`src/csp_pkg.sv`:
```
// Package for the connection slot pool: pool size and codes for mode, status, slot phase, register index and state.
// No dependencies.
package csp_pkg;

   localparam int SLOT_COUNT = 16;

   typedef enum logic [1:0] {
      MODE_ACQUIRE = 2'd0,
      MODE_RELEASE = 2'd1,
      MODE_DISCARD = 2'd2,
      MODE_PRUNE   = 2'd3
   } mode_type;

   typedef enum logic [2:0] {
      ST_REUSED    = 3'd0,
      ST_NEW       = 3'd1,
      ST_FULL      = 3'd2,
      ST_TO_IDLE   = 3'd3,
      ST_DROPPED   = 3'd4,
      ST_DISCARDED = 3'd5,
      ST_IGNORED   = 3'd6,
      ST_PRUNED    = 3'd7
   } status_type;

   typedef enum logic [1:0] {
      PH_FREE = 2'd0,
      PH_BUSY = 2'd1,
      PH_IDLE = 2'd2,
      PH_RSVD = 2'd3
   } phase_type;

   typedef enum logic [2:0] {
      CSR_MAX_TOTAL = 3'd0,
      CSR_MAX_IDLE  = 3'd1,
      CSR_MAX_REUSE = 3'd2,
      CSR_IDLE_LIM  = 3'd3,
      CSR_LIFE_LIM  = 3'd4
   } csr_index_type;

   typedef enum logic [3:0] {
      S_IDLE,
      S_REL_RD,
      S_REL_WR,
      S_ACQ_POP,
      S_ACQ_RD,
      S_ACQ_CHK,
      S_ACQ_NEW,
      S_PR_RD,
      S_PR_STK,
      S_PR_CHK,
      S_DONE
   } state_type;

endpackage

```
`src/connection_slot_pool_unit.sv`:
```
// Top level of the connection slot pool: sequencer over slot and idle-stack memories.
// Depends on csp_pkg.
//
//  channel | ports                                   | handshake
//  req     | req_mode, req_slot, req_now_ms          | start & !busy
//  rsp     | rsp_status ... rsp_created_count        | rsp_valid, one cycle
//  csr     | csr_we, csr_index, csr_wdata            | csr_we
//
// Release passes through a slot read and a slot write before the result strobe;
// discard and an ignored word end after the slot read. Acquire pops each idle slot
// in turn (stack read, slot read, check) until one is granted; with the stack empty
// it reports the pool full or makes a new slot. Prune reads and checks each idle
// entry in turn. A new item is taken in the cycle after the result strobe. Reset is
// synchronous; slot memories need none, the phase bits are flip-flops cleared
// by reset. The receiver cannot stall.
module connection_slot_pool_unit (
   input  logic        clock,
   input  logic        reset,
   input  logic        start,
   output logic        busy,
   input  logic [1:0]  req_mode,
   input  logic [3:0]  req_slot,
   input  logic [31:0] req_now_ms,
   output logic        rsp_valid,
   output logic [2:0]  rsp_status,
   output logic [3:0]  rsp_granted_slot,
   output logic [31:0] rsp_conn_id,
   output logic [15:0] rsp_uses_so_far,
   output logic [4:0]  rsp_idle_count,
   output logic [4:0]  rsp_busy_count,
   output logic [31:0] rsp_created_count,
   input  logic        csr_we,
   input  logic [2:0]  csr_index,
   input  logic [31:0] csr_wdata
);
   import csp_pkg::*;

   localparam int AW = (SLOT_COUNT > 1) ? $clog2(SLOT_COUNT) : 1;
   localparam int CW = $clog2(SLOT_COUNT + 1);

   // configuration
   logic [4:0]  max_total_ff, max_idle_ff;
   logic [15:0] max_reuse_ff;
   logic [31:0] idle_lim_ff, life_lim_ff;

   always_ff @(posedge clock) begin
      if (reset) begin
         max_total_ff <= 5'd16;
         max_idle_ff  <= 5'd8;
         max_reuse_ff <= 16'd100;
         idle_lim_ff  <= 32'd30000;
         life_lim_ff  <= 32'd300000;
      end else if (csr_we) begin
         case (csr_index)
            CSR_MAX_TOTAL: max_total_ff <= csr_wdata[4:0];
            CSR_MAX_IDLE:  max_idle_ff  <= csr_wdata[4:0];
            CSR_MAX_REUSE: max_reuse_ff <= csr_wdata[15:0];
            CSR_IDLE_LIM:  idle_lim_ff  <= csr_wdata;
            CSR_LIFE_LIM:  life_lim_ff  <= csr_wdata;
            default: ;
         endcase
      end
   end

   // slot memory word: reuses, born, touched, ident
   typedef struct packed {
      logic [15:0] reuses;
      logic [31:0] born;
      logic [31:0] touched;
      logic [31:0] ident;
   } slot_word_type;

   slot_word_type slot_mem [SLOT_COUNT];
   logic [AW-1:0] stack_mem [SLOT_COUNT];

   slot_word_type slot_rd_ff;
   logic [AW-1:0] stack_rd_ff;

   logic          slot_we, stack_we;
   logic [AW-1:0] slot_addr, stack_raddr, stack_waddr, stack_wdata;
   slot_word_type slot_wdata;

   always_ff @(posedge clock) begin
      if (slot_we) slot_mem[slot_addr] <= slot_wdata;
      slot_rd_ff <= slot_mem[slot_addr];
   end

   always_ff @(posedge clock) begin
      if (stack_we) stack_mem[stack_waddr] <= stack_wdata;
      stack_rd_ff <= stack_mem[stack_raddr];
   end

   // control registers
   state_type       state_ff, state_in;
   phase_type       phase_ff [SLOT_COUNT];
   logic [CW-1:0]   idle_depth_ff, idle_depth_in;
   logic [CW-1:0]   busy_total_ff, busy_total_in;
   logic [31:0]     next_ident_ff, next_ident_in;
   logic [CW-1:0]   idx_ff, idx_in, kept_ff, kept_in;
   logic [AW-1:0]   cur_ff, cur_in;
   logic [1:0]      mode_ff;
   logic [3:0]      slot_req_ff;
   logic [31:0]     now_ff;
   logic [2:0]      status_ff, status_in;
   logic [3:0]      gslot_ff, gslot_in;
   logic [31:0]     conn_ff, conn_in;
   logic [15:0]     uses_ff, uses_in;
   logic            ph_we;
   logic [AW-1:0]   ph_addr;
   phase_type       ph_val;

   // lowest free slot
   logic          free_found;
   logic [AW-1:0] free_idx;
   always_comb begin
      free_found = 1'b0;
      free_idx   = '0;
      for (int i = SLOT_COUNT - 1; i >= 0; i--) begin
         if (phase_ff[i] == PH_FREE) begin
            free_found = 1'b1;
            free_idx   = AW'(i);
         end
      end
   end

   // reuse test on the word just read
   slot_word_type chk_word;
   logic          reusable;
   always_comb begin
      reusable = (chk_word.reuses < max_reuse_ff) &&
                 ((now_ff - chk_word.born) < life_lim_ff) &&
                 ((now_ff - chk_word.touched) < idle_lim_ff);
   end

   logic          req_in_range, req_is_busy;
   logic [15:0]   inc_reuses;
   assign req_in_range = ({4'd0, slot_req_ff} < 8'(SLOT_COUNT));
   assign req_is_busy  = req_in_range && (phase_ff[slot_req_ff[AW-1:0]] == PH_BUSY);
   assign inc_reuses   = (slot_rd_ff.reuses != 16'hFFFF) ? slot_rd_ff.reuses + 16'd1
                                                         : slot_rd_ff.reuses;

   // next state and datapath
   always_comb begin
      state_in      = state_ff;
      idle_depth_in = idle_depth_ff;
      busy_total_in = busy_total_ff;
      next_ident_in = next_ident_ff;
      idx_in        = idx_ff;
      kept_in       = kept_ff;
      cur_in        = cur_ff;
      status_in     = status_ff;
      gslot_in      = gslot_ff;
      conn_in       = conn_ff;
      uses_in       = uses_ff;
      slot_we       = 1'b0;
      slot_addr     = slot_req_ff[AW-1:0];
      slot_wdata    = slot_rd_ff;
      stack_we      = 1'b0;
      stack_raddr   = '0;
      stack_waddr   = '0;
      stack_wdata   = '0;
      ph_we         = 1'b0;
      ph_addr       = '0;
      ph_val        = PH_FREE;
      chk_word      = slot_rd_ff;
      case (state_ff)
         S_IDLE: begin
            slot_addr = req_slot[AW-1:0];
            if (start) begin
               status_in = ST_IGNORED;
               gslot_in  = '0;
               conn_in   = '0;
               uses_in   = '0;
               idx_in    = '0;
               kept_in   = '0;
               case (mode_type'(req_mode))
                  MODE_ACQUIRE: state_in = S_ACQ_POP;
                  MODE_PRUNE:   state_in = S_PR_STK;
                  default:      state_in = S_REL_RD;
               endcase
            end
         end
         S_REL_RD: begin
            // read of the slot word has landed
            if (!req_is_busy) begin
               state_in = S_DONE;
            end else if (mode_ff == MODE_DISCARD) begin
               busy_total_in = busy_total_ff - CW'(1);
               ph_we = 1'b1; ph_addr = slot_req_ff[AW-1:0]; ph_val = PH_FREE;
               status_in = ST_DISCARDED;
               state_in = S_DONE;
            end else begin
               state_in = S_REL_WR;
            end
         end
         S_REL_WR: begin
            chk_word.reuses  = inc_reuses;
            chk_word.touched = now_ff;
            slot_we    = 1'b1;
            slot_wdata = chk_word;
            busy_total_in = busy_total_ff - CW'(1);
            uses_in = inc_reuses;
            ph_we = 1'b1; ph_addr = slot_req_ff[AW-1:0];
            if (reusable && (8'(idle_depth_ff) < 8'(max_idle_ff))
                  && (8'(idle_depth_ff) < 8'(SLOT_COUNT))) begin
               stack_we = 1'b1;
               stack_waddr = idle_depth_ff[AW-1:0];
               stack_wdata = slot_req_ff[AW-1:0];
               idle_depth_in = idle_depth_ff + CW'(1);
               ph_val = PH_IDLE;
               status_in = ST_TO_IDLE;
            end else begin
               ph_val = PH_FREE;
               status_in = ST_DROPPED;
            end
            state_in = S_DONE;
         end
         S_ACQ_POP: begin
            if (idle_depth_ff != '0) begin
               stack_raddr   = AW'(idle_depth_ff - CW'(1));
               idle_depth_in = idle_depth_ff - CW'(1);
               state_in      = S_ACQ_RD;
            end else if (8'(busy_total_ff) >= 8'(max_total_ff) || !free_found) begin
               status_in = ST_FULL;
               state_in  = S_DONE;
            end else begin
               cur_in   = free_idx;
               state_in = S_ACQ_NEW;
            end
         end
         S_ACQ_RD: begin
            cur_in    = stack_rd_ff;
            slot_addr = stack_rd_ff;
            state_in  = S_ACQ_CHK;
         end
         S_ACQ_CHK: begin
            slot_addr = cur_ff;
            ph_we = 1'b1; ph_addr = cur_ff;
            if (reusable) begin
               ph_val = PH_BUSY;
               slot_we = 1'b1;
               slot_wdata.touched = now_ff;
               busy_total_in = busy_total_ff + CW'(1);
               status_in = ST_REUSED;
               gslot_in  = 4'(cur_ff);
               conn_in   = slot_rd_ff.ident;
               uses_in   = slot_rd_ff.reuses;
               state_in  = S_DONE;
            end else begin
               ph_val   = PH_FREE;
               state_in = S_ACQ_POP;
            end
         end
         S_ACQ_NEW: begin
            slot_addr = cur_ff;
            slot_we = 1'b1;
            slot_wdata.reuses  = '0;
            slot_wdata.born    = now_ff;
            slot_wdata.touched = now_ff;
            slot_wdata.ident   = next_ident_ff;
            ph_we = 1'b1; ph_addr = cur_ff; ph_val = PH_BUSY;
            next_ident_in = next_ident_ff + 32'd1;
            busy_total_in = busy_total_ff + CW'(1);
            status_in = ST_NEW;
            gslot_in  = 4'(cur_ff);
            conn_in   = next_ident_ff;
            state_in  = S_DONE;
         end
         S_PR_STK: begin
            // read stack entry idx
            if (idx_ff < idle_depth_ff) begin
               stack_raddr = idx_ff[AW-1:0];
               state_in = S_PR_RD;
            end else begin
               idle_depth_in = kept_ff;
               status_in = ST_PRUNED;
               state_in = S_DONE;
            end
         end
         S_PR_RD: begin
            cur_in    = stack_rd_ff;
            slot_addr = stack_rd_ff;
            state_in  = S_PR_CHK;
         end
         S_PR_CHK: begin
            slot_addr = cur_ff;
            if (reusable) begin
               stack_we = 1'b1;
               stack_waddr = kept_ff[AW-1:0];
               stack_wdata = cur_ff;
               kept_in = kept_ff + CW'(1);
            end else begin
               ph_we = 1'b1; ph_addr = cur_ff; ph_val = PH_FREE;
            end
            idx_in   = idx_ff + CW'(1);
            state_in = S_PR_STK;
         end
         S_DONE: state_in = S_IDLE;
         default: state_in = S_IDLE;
      endcase
   end

   // registers
   always_ff @(posedge clock) begin
      if (reset) begin
         state_ff      <= S_IDLE;
         idle_depth_ff <= '0;
         busy_total_ff <= '0;
         next_ident_ff <= 32'd1;
         for (int i = 0; i < SLOT_COUNT; i++) phase_ff[i] <= PH_FREE;
      end else begin
         state_ff      <= state_in;
         idle_depth_ff <= idle_depth_in;
         busy_total_ff <= busy_total_in;
         next_ident_ff <= next_ident_in;
         if (ph_we) phase_ff[ph_addr] <= ph_val;
      end
   end

   always_ff @(posedge clock) begin
      idx_ff    <= idx_in;
      kept_ff   <= kept_in;
      cur_ff    <= cur_in;
      status_ff <= status_in;
      gslot_ff  <= gslot_in;
      conn_ff   <= conn_in;
      uses_ff   <= uses_in;
      if (state_ff == S_IDLE && start) begin
         mode_ff     <= req_mode;
         slot_req_ff <= req_slot;
         now_ff      <= req_now_ms;
      end
   end

   // outputs
   assign busy              = (state_ff != S_IDLE);
   assign rsp_valid         = (state_ff == S_DONE);
   assign rsp_status        = status_ff;
   assign rsp_granted_slot  = gslot_ff;
   assign rsp_conn_id       = conn_ff;
   assign rsp_uses_so_far   = uses_ff;
   assign rsp_idle_count    = 5'(idle_depth_ff);
   assign rsp_busy_count    = 5'(busy_total_ff);
   assign rsp_created_count = next_ident_ff - 32'd1;

endmodule

```
`config.mk`:
```
export PLATFORM = sky130hd
export DESIGN_NAME = connection_slot_pool_unit
export DESIGN_NICKNAME = d
export VERILOG_FILES = /design/src/csp_pkg.sv /design/src/connection_slot_pool_unit.sv
export SDC_FILE = /design/constraint.sdc
export NUM_CORES = 2
export LEC_CHECK = 0
export BUFFER_PORTS_ARGS = -buffer_cell sky130_fd_sc_hd__buf_2
export CORE_MARGIN = 5
export CORE_UTILIZATION = 30
export DETAILED_ROUTE_END_ITERATION = 10
export GPL_TIMING_DRIVEN = 0
export PLACE_DENSITY = 0.43
export SKIP_LAST_GASP = 1
export SYNTH_ARGS = -nofsm -noshare
export SYNTH_HDL_FRONTEND = slang
export SYNTH_SLANG_ARGS = --single-unit
```
`constraint.sdc`:
```
create_clock -name clock -period 21 [get_ports clock]
set_input_delay 2.1 -clock clock [delete_from_list [all_inputs] [get_ports clock]]
set_output_delay 2.1 -clock clock [all_outputs]
set_load 0.01 [all_outputs]
```
==> run_results.csv <==
group,metric,value,unit
floorplan,rows,207,
cts,clk_latency,0.89,ns
timing,timing.fmax,81.6,MHz
worst_setup_path,cp-end-kind,"flip-flop",
cells_and_area,drive_gt1_frac,0.177,
placed_design,gp_congestion,0.829,
worst_setup_path,critPathSlowestCell,"clkbuf_1",
placed_design,placed_area,106000,um^2
detailed_routing,drc_errors,0,
worst_setup_path,path_common_cell,"buf_4",
synth,synth-seq-area-share,0.680,
worst_setup_path,cp.arrival,12.82,ns
placed_design,dp_hpwl,227000,um
floorplan,die_y,575,um
cts,cts.sinks,2251,
detailed_routing,antenna_left,0,
timing,slew_violations,0,
job,max_cap_viol_count,0,
cts,root_buffer,"clkbuf_16",
cells_and_area,multi_input_area,28800,um^2
power_and_ir_drop,p_leak,42.6,nW
synth,syn_area,95700,um^2
cells_and_area,seq_area,65000,um^2
cts,post_cts.repair.setup_buffers,0,
synth,syn-num-nets,6433,
synth,async_reset_ff_frac,0,
placed_design,pre_cts_slack,8.62,ns
worst_setup_path,crit_path_max_incr_delay,0.90,ns
hold_path,min_path_type,"reg -> reg",
synth,ys_seq_elements,2251,
cts,ctsHoldBuffers,0,
global_routing,antenna_found_initial,44,
detailed_routing,highest_layer,"met4",
global_routing,first_global_vias,55400,
timing,finalCritPeriodShare,0.584,
timing,slew_headroom,0.0356,
detailed_routing,routed_wirelength,311000,um
timing,tightest_slew,1.45,ns
power_and_ir_drop,power.density,174,nW/um^2
detailed_routing,wl_met3,13000,um
run_status,outcome,"completed",
timing,setup_viol,0,
cts,cts_max_level,5,
floorplan,dieArea,330000,um^2
synth,ys_warn_count,0,
timing,grt_setup_unrepaired,"false",
timing,final_hold_viol_count,0,
placed_design,portBuffers,174,
global_routing,grt.total_usage,0.182,
cts,cts_inserted_buffers,262,
cts,ctsResizeCount,0,
detailed_routing,drt-met1-wl,142000,um
detailed_routing,via_count,55600,
cells_and_area,postLayoutCellArea,114000,um^2
timing,period_needed,12.26,ns
detailed_routing,avgViaCountPerCell,4.87,
detailed_routing,met2_length,148000,um
synth,synth_area_leaders,"edfxtp_1 (63%), mux2i_1 (15%), dfxtp_1 (5.4%)",
synth,synth_edf_count,1995,
timing,fin_ws,8.74,ns
detailed_routing,first_pass_iters,6,
floorplan,core,318000,um^2
cells_and_area,areaGrowthSynthToFinish,19.2,%
cells_and_area,instances_no_fill,11400,
power_and_ir_drop,irDropWorstVdd,0.104,mV
synth,synth.distinct_cells,82,
cells_and_area,fill_cells,30300,
timing,tns,0,ns
detailed_routing,avgRoutedWirePerCell,27.2,um
synth,postSynthCellCount,6190,
synth,synth_flop_cell,"edfxtp_1",
worst_setup_path,path_class,"reg -> reg",
floorplan,start_util,0.301,
synth,synth_top_cell_by_area,"edfxtp_1",
worst_setup_path,crit_required,21.56,ns
worst_setup_path,crit_path_max_fanout,10,
cts,cts_tree,"done",
floorplan,die_x,575,um
cells_and_area,nNetsFinal,7257,
floorplan,ioPinCount,176,
detailed_routing,drt-initial-drc-count,4266,
synth,yosys.area.top_type_share,0.626,
global_routing,grt_start_max_net_pins,39,
worst_setup_path,cp-start-kind,"flip-flop",
global_routing,grt-ovfl-total,0,
timing,finClkSkew,0.0587,ns
synth,syn_avg_cell_area,15.5,um^2
cts,clk_path_buf_depth,4,
global_routing,grt_first_pass_wirelength,432000,um
cts,clk_pin_slew_worst_paths,0.06,ns
placed_design,dp.cells,10900,
-- state kept, by name, summed over array words and instances, names as in the netlist, 16 cells and up, named ones only --
signal,cells
max_reuse_ff,16
rsp_conn_id,32
rsp_uses_so_far,16
next_ident_ff,32
slot_rd_ff,48
now_ff,32
idle_lim_ff,32
phase_ff,32
chk_word,64
life_lim_ff,32
stack_mem,64
slot_mem,1792
-- layout make-up --
| type | count | area share |
|---|---|---|
| clock buffer | 352 | 0.0631 |
| inverter | 166 | 0.00549 |
| antenna | 17 | 0.000373 |
| multi-input combinational | 3468 | 0.253 |
| timing repair buffer | 560 | 0.0394 |
| sequential | 2251 | 0.570 |
| buffer | 305 | 0.0118 |
| clock inverter | 121 | 0.0106 |
| tap | 4180 | 0.0459 |
-- cells in the mapped netlist (11+ instances only) --
master    number
a211o_1       13
a211oi_1      17
a21o_1        43
a21oi_1      181
a31oi_1       14
and2_1        16
and3_1        20
buf_1         28
buf_2        119
clkbuf_1     151
dfxtp_1      256
edfxtp_1    1995
ha_1         163
inv_1        166
mux2_2        42
mux2i_1     1408
mux4_2       115
nand2_1      491
nand2b_1      25
nand3_1       45
nand3b_1      18
nand4_1       27
nor2_1       203
nor2b_1       22
nor3_1        72
nor4_1        18
o211ai_1      15
o21a_1        16
o21ai_0      138
o21bai_1      23
o22ai_1       17
o31ai_1       11
or2_2         17
or3_1         17
xnor2_1       70
xor2_1        63
-- worst max-delay path: cells and delay by family, from the launching register on --
kind                     cells  cell delay [ns]
flip-flops                   1             0.31
buffers and inverters       14             4.59
AND/OR/NAND/NOR              8             2.85
adder cells (fa/ha/maj)      2             0.60
multiplexers                 1             0.18
AO/OA/AOI/OAI               11             3.37
-- power breakdown --
group          internal [mW]  total, mW  switching (mW)
clock                   2.63       4.50            1.87
combinational           3.41       9.03            5.62
sequential              6.04       6.33           0.285
-- metal layers --
metal,up-vias,global-route usage
met3,407,0.0215
met2,1458,0.303
met5,-,0
li1,25400,-
met4,0,0.0466
met1,28400,0.253
-- cell families after synthesis --
| group | Yosys count | synth area share |
|---|---|---|
| compound gates | 577 | 0.0378 |
| xor+xnor | 133 | 0.0122 |
| fa+ha+maj | 166 | 0.0219 |
| buf+inv | 471 | 0.0203 |
| flops | 2251 | 0.680 |
| mux | 1565 | 0.179 |
| simple gates | 1027 | 0.0488 |
-- final timing paths --
check	startpoint	end	slack, ns	cells past startpoint
worst max register to register	state_ff[2]	slot_mem[10][51]	8.74	36
worst min register to register	life_lim_ff[19]	life_lim_ff[19]	0.46	2
worst max-delay path	state_ff[2]	slot_mem[10][51]	8.74	36
worst min-delay path	life_lim_ff[19]	life_lim_ff[19]	0.46	2
-- layout by cell type (no fill, tap or decap), drive strengths merged, types with 25 or more instances in the layout --
master     n
ha       163
nand3     45
nand4     27
xnor2     70
a21o      43
mux4     115
nand2    492
a21oi    181
xor2      63
mux2i   1408
nor2     203
clkbuf   505
nand2b    25
mux2      42
o21ai    144
inv      175
dfxtp    256
nor3      75
edfxtp  1995
clkinv    89
buf      712
-- per-stage QoR --
stage	utilization	hold slack (ns)	power (mW)
floorplan	-	0.434	12.1
global placement	0.320	0.447	15.5
detailed placement	0.332	0.448	15.6
CTS	0.359	0.456	20.1
global route	0.359	0.469	20.9
finish	0.359	0.455	19.9
Power figures use the tool's default switching activity.
